File: src/hw/rtl/lbvs_pkg.sv
`timescale 1ns / 1ps
`default_nettype none
// ----------------------------------------------------------------------------
// lbvs_pkg
// Shared constants and types for the vertex skinning block.
// ----------------------------------------------------------------------------
package lbvs_pkg;

  localparam int MaxBones   = 64;
  localparam int Influences = 4;
  localparam int Elems      = 12;
  localparam int PalDepth   = MaxBones * Elems;
  localparam int PalAw      = $clog2(PalDepth);
  localparam int AccW       = 52;

  typedef logic [PalAw-1:0] pal_addr_t;
  typedef logic signed [AccW-1:0] acc_t;
  typedef acc_t vec3_t [3];

endpackage
`default_nettype wire

File: src/hw/rtl/lbvs_norm.sv
`timescale 1ns / 1ps
`default_nettype none
// ----------------------------------------------------------------------------
// lbvs_norm
// Iterative direction normaliser: range shift, sum of squares, bitwise
// square root and restoring division, giving Q1.14 unit components.
// ----------------------------------------------------------------------------
module lbvs_norm (
  input  wire logic           clk,
  input  wire logic           rst,
  input  wire logic           start,
  input  lbvs_pkg::vec3_t     vec,
  output logic                busy,
  output logic [47:0]         res
);

  typedef enum logic [7:0] {
    N_IDLE  = 8'b00000001,
    N_SCAN  = 8'b00000010,
    N_SHIFT = 8'b00000100,
    N_SQ    = 8'b00001000,
    N_SQE   = 8'b00010000,
    N_ROOT  = 8'b00100000,
    N_DINIT = 8'b01000000,
    N_DIV   = 8'b10000000
  } norm_state_t;

  norm_state_t state;

  lbvs_pkg::acc_t c [3];
  logic [51:0] maxabs;
  logic [61:0] sum;
  logic [61:0] sq;
  logic        sq_pend;
  logic [1:0]  idx;
  logic [61:0] rn;
  logic [62:0] rr;
  logic [62:0] bitv;
  logic [4:0]  cnt;
  logic [30:0] len;
  logic [30:0] rem;
  logic [15:0] lo;
  logic [3:0]  dcnt;
  logic [1:0]  comp;

  logic [51:0] a0, a1, a2, ac;
  logic [51:0] mx01, mx;
  logic [62:0] tr;
  logic [31:0] tq;
  logic        qbit;
  logic [15:0] qf;
  logic [15:0] mag;
  logic [44:0] num;
  logic [61:0] sum_fin;

  function automatic logic [51:0] absv(input lbvs_pkg::acc_t v);
    absv = v[51] ? 52'(-v) : 52'(v);
  endfunction

  always_comb begin
    a0   = absv(c[0]);
    a1   = absv(c[1]);
    a2   = absv(c[2]);
    mx01 = (a1 > a0) ? a1 : a0;
    mx   = (a2 > mx01) ? a2 : mx01;
    case ((state == N_SQ) ? idx : comp)
      2'd0:    ac = a0;
      2'd1:    ac = a1;
      default: ac = a2;
    endcase
    tr      = rr + bitv;
    tq      = {rem, lo[15]};
    qbit    = (tq >= {1'b0, len});
    qf      = {lo[14:0], qbit};
    mag     = (qf > 16'd32767) ? 16'd32767 : qf;
    num     = {ac[30:0], 14'b0} + 45'(rr[30:1]);
    sum_fin = sq_pend ? sum + sq : sum;
  end

  assign busy = (state != N_IDLE);

  always_ff @(posedge clk) begin
    if (rst) begin
      state   <= N_IDLE;
      sq_pend <= 1'b0;
    end else begin
      sq_pend <= 1'b0;
      unique case (state)
        N_IDLE: begin
          if (start) begin
            c[0]  <= vec[0];
            c[1]  <= vec[1];
            c[2]  <= vec[2];
            state <= N_SCAN;
          end
        end
        N_SCAN: begin
          maxabs <= mx;
          if (mx == 52'd0) begin
            res   <= 48'd0;
            state <= N_IDLE;
          end else begin
            state <= N_SHIFT;
          end
        end
        N_SHIFT: begin
          if (maxabs >= 52'(64'd1 << 30)) begin
            maxabs <= maxabs >> 1;
            c[0]   <= c[0] >>> 1;
            c[1]   <= c[1] >>> 1;
            c[2]   <= c[2] >>> 1;
          end else begin
            sum   <= 62'd0;
            idx   <= 2'd0;
            state <= N_SQ;
          end
        end
        N_SQ: begin
          sq      <= 62'(ac[30:0] * ac[30:0]);
          sq_pend <= 1'b1;
          if (sq_pend) sum <= sum + sq;
          if (idx == 2'd2) begin
            state <= N_SQE;
          end else begin
            idx <= idx + 2'd1;
          end
        end
        N_SQE: begin
          rn    <= sum_fin;
          rr    <= 63'd0;
          bitv  <= 63'(64'd1 << 62);
          cnt   <= 5'd0;
          state <= N_ROOT;
        end
        N_ROOT: begin
          if ({1'b0, rn} >= tr) begin
            rn <= rn - tr[61:0];
            rr <= (rr >> 1) + bitv;
          end else begin
            rr <= rr >> 1;
          end
          bitv <= bitv >> 2;
          cnt  <= cnt + 5'd1;
          if (cnt == 5'd31) begin
            comp  <= 2'd0;
            state <= N_DINIT;
          end
        end
        N_DINIT: begin
          len <= rr[30:0];
          if (rr[30:0] == 31'd0) begin
            res   <= 48'd0;
            state <= N_IDLE;
          end else begin
            rem   <= 31'({2'b0, num[44:16]});
            lo    <= num[15:0];
            dcnt  <= 4'd0;
            state <= N_DIV;
          end
        end
        N_DIV: begin
          if (qbit) begin
            rem <= 31'(tq - {1'b0, len});
          end else begin
            rem <= tq[30:0];
          end
          lo   <= qf;
          dcnt <= dcnt + 4'd1;
          if (dcnt == 4'd15) begin
            res[16*comp +: 16] <= c[comp][51] ? 16'(-mag) : mag;
            if (comp == 2'd2) begin
              state <= N_IDLE;
            end else begin
              comp  <= comp + 2'd1;
              state <= N_DINIT;
            end
          end
        end
        default: state <= N_IDLE;
      endcase
    end
  end

endmodule
`default_nettype wire

File: config.mk
export PLATFORM = sky130hd
export DESIGN_NAME = lbvs_norm
export DESIGN_NICKNAME = d
export VERILOG_FILES = /design/src/hw/rtl/lbvs_pkg.sv /design/src/hw/rtl/lbvs_norm.sv
export SDC_FILE = /design/constraint.sdc
export NUM_CORES = 2
export LEC_CHECK = 0
export BUFFER_PORTS_ARGS = -buffer_cell sky130_fd_sc_hd__clkbuf_2
export CAP_MARGIN = 5
export CORE_UTILIZATION = 65
export DETAILED_ROUTE_END_ITERATION = 7
export PLACE_DENSITY = 0.87
export RECOVER_POWER = 50
export SLEW_MARGIN = 20
export SYNTH_ARGS = -nofsm -noshare
export SYNTH_HDL_FRONTEND = slang
export SYNTH_SLANG_ARGS = --single-unit
File: constraint.sdc
create_clock -name clk -period 22.5 [get_ports clk]
set_input_delay 2.25 -clock clk [delete_from_list [all_inputs] [get_ports clk]]
set_output_delay 2.25 -clock clk [all_outputs]
set_load 0.05 [all_outputs]
==> out/summary.txt <==
Max clock buf depth - 3
Synth Area in Adders - 31.3%
reg2reg path depth - 36
worst hold path depth - 2
most common cell after layout, fill and taps aside - inv_1
total CTS buffers - 71
antenna violations before repair - 14
clock tree root driver cell - clkbuf_16
core area - 111000 µm²
RePlAce Congestion - 1.01
gr usage total - 38.8%
WP buf/inv - 6
CP Depth - 36
Rel. slew slack - -206%
Post-Syn Area - 73000 µm²
Gate Count Post-Synth - 7812
final WL - 218 mm
placed wire-length estimate - 167 mm
CP required - 22.91 ns
CTS tree - built
synth warn - 0
wire per inst - 23.1 µm
status - complete, but fails checks
fraction of registers with async set/reset - 0%
Yosys reg bits - 608
PostCTS Resize Cnt - 0
largest family of logic cells by synthesized area - adder cells
Max stage delay on crit path - 1.02 ns
first drt pass iteration count - 7
Vias/cell - 6.37
Starting Density - 65.8%
share of cells above drive strength 1 - 7.72%
CP startpoint kind - flop
via count - 60100
worst path arrival time - 13.28 ns
Crit path top cell by count - fa_1
Post-CTS Setup Repair Bufs - 0
sequential area share after synthesis - 24.8%
CP max stage cell - nor2_1
drc violations - 0
EDFF count, synth - 597
row cnt - 122
Hold Path Class - flop to flop
most frequent cells in the layout - 1158 x inv_1, 761 x fa_1, 709 x nor2_1, 657 x nand2_1, 611 x ha_1
largest net degree at the start of global routing - 84
final worst path period need - 12.87 ns
worst skew pair latency - 0.68 ns
number of routed nets with antenna violations - 0
CP top delay family - adder cells
average instance area after synthesis - 9.35 µm²
fmax - 77.7 MHz
layout net count - 9417
post-synthesis compound-gate area fraction - 13.4%
final instance area - 77700 µm²
final hold vios - 0
# IOs - 208
H-tree levels - 3
clock sinks - 608
Die Y - 337 µm
GR Overflow Total - 0
area share of and/or/nand/nor cells after synthesis - 13.2%
max_cap viols - 17
RSZ-0062 raised after global routing - no
first-pass GRT wire length - 338 mm
worst slew pin tran - 4.59 ns
Die X-Extent - 337 µm
DP Area - 75700 µm²
count of final setup violators - 0
Most used DFF post-synth - edfxtp_1
failing checks - max-capacitance violations, max-slew violations
Worst Skew - 0.0445 ns
Hold-fix buffers, CTS - 0
area grow syn2layout - 6.44%
Netlist cell types - 87
DR iter-0 viols - 6607
Post-Synth XOR/XNOR Area - 5.97%
Fin Setup TNS - 0 ns
mux cell area share after synthesis - 3.65%
CP max FO - 19
Crit Path Category - flop to flop
number of global-route vias before repair - 60700
CP endpoint kind - flop
die area - 114000 µm²
syn nets - 9343
fin crit share - 57.2%
flop-to-flop setup slack - 9.63 ns
Final Max Slew Viols - 907
Worst-path clk slew - 0.06 ns
I/O Buffers - 207
## worst register-to-register path, delay by kind of cell (launching register included)
kind	cells	cell delay [ns]
xor+xnor	1	0.39
buf+inv	6	1.48
compound gates	10	2.86
simple gates	11	3.62
fa+ha+maj	8	3.85
flops	1	0.45
## synthesized netlist by cell type, types with 9 or more instances
| master | number | area share [%] |
|---|---|---|
| o21ai_0 | 337 | 2.3 |
| nor3b_1 | 9 | 0.092 |
| xnor2_1 | 307 | 3.7 |
| inv_1 | 1158 | 6.0 |
| mux2i_1 | 77 | 1.1 |
| o21a_1 | 46 | 0.47 |
| and2_1 | 54 | 0.46 |
| o41ai_1 | 30 | 0.36 |
| a221oi_1 | 12 | 0.14 |
| nand3b_1 | 10 | 0.10 |
| nor2_1 | 710 | 3.6 |
| dfxtp_1 | 11 | 0.30 |
| and4_1 | 10 | 0.12 |
| nand2_1 | 659 | 3.4 |
| a21oi_1 | 400 | 2.7 |
| a211oi_1 | 84 | 0.86 |
| nor4_1 | 32 | 0.27 |
| and3_1 | 33 | 0.28 |
| a211o_1 | 14 | 0.17 |
| nand4_1 | 69 | 0.59 |
| or4_1 | 56 | 0.58 |
| a21o_1 | 143 | 1.5 |
| buf_2 | 9 | 0.062 |
| a31o_2 | 13 | 0.16 |
| nand2b_1 | 56 | 0.48 |
| a22oi_1 | 22 | 0.23 |
| xor2_1 | 189 | 2.3 |
| o31a_1 | 14 | 0.17 |
| o211ai_1 | 92 | 0.95 |
| fa_1 | 761 | 21 |
| mux2_2 | 168 | 2.6 |
| or3_1 | 60 | 0.51 |
| a31oi_1 | 73 | 0.63 |
| nand3_1 | 86 | 0.59 |
| ha_1 | 611 | 10 |
| a2111oi_0 | 10 | 0.12 |
| o21bai_1 | 58 | 0.60 |
| nor3_1 | 100 | 0.69 |
| o31ai_1 | 69 | 0.71 |
| edfxtp_1 | 597 | 25 |
| buf_1 | 34 | 0.17 |
| clkbuf_1 | 256 | 1.3 |
| or2_2 | 43 | 0.37 |
| nor2b_1 | 75 | 0.64 |
| a21boi_0 | 35 | 0.36 |
## flip-flops by register name, indices dropped and copies added (netlist names), 4 cells and up, named ones only
signal,flops
c,156
rr,63
rn,62
sum,62
sq,61
res,48
bitv,32
len,31
rem,31
maxabs,22
lo,16
state,8
cnt,5
dcnt,4
## per-layer routing
layer,wire [µm],vias to the layer above,global-route usage (%)
met3,25300,916,9.48
li1,-,26700,-
met5,71,-,0
met1,79200,28900,48.3
met2,96900,3510,61.1
met4,16400,12,23.6
## logic make-up after synthesis
family,Yosys count
xor+xnor,497
buf+inv,1474
flops,608
mux,245
fa+ha+maj,1372
simple gates,2090
compound gates,1526
## final cells by class
class	count	area [µm²]
Timing Repair Buffer	306	1650
Clock inverter	40	334
Sequential cell	608	18100
Multi-Input combinational cell	5730	49500
Inverter	1169	4390
Tap cell	1488	1860
Clock buffer	86	1860
Fill cell	8099	33200
Antenna cell	7	17.5
## worst paths after layout
check	startpoint	endpoint
hold reg to reg	res[45]	res[45]
setup reg to reg	c[2][2]	sq[60]
hold / removal	res[45]	res[45]
setup / recovery	c[2][2]	sq[60]
## through the flow
stage | cells | util (%) | setup slack [ns] | hold WS [ns]
final | 9434 | 70.1 | 9.63 | 0.571
after CTS | 9426 | 70.2 | 9.86 | 0.576
after global routing | 9434 | 70.1 | 9.09 | 0.598
after detailed placement | 9300 | 68.2 | 9.95 | 0.563
after global placement | 9300 | 68.2 | 10.17 | 0.556
after floorplan | 7812 | - | 9.83 | 0.452
Power is left out: the tool's default activity adds up to more than one toggle a clock period on the data nets, which glitch-free logic cannot reach.
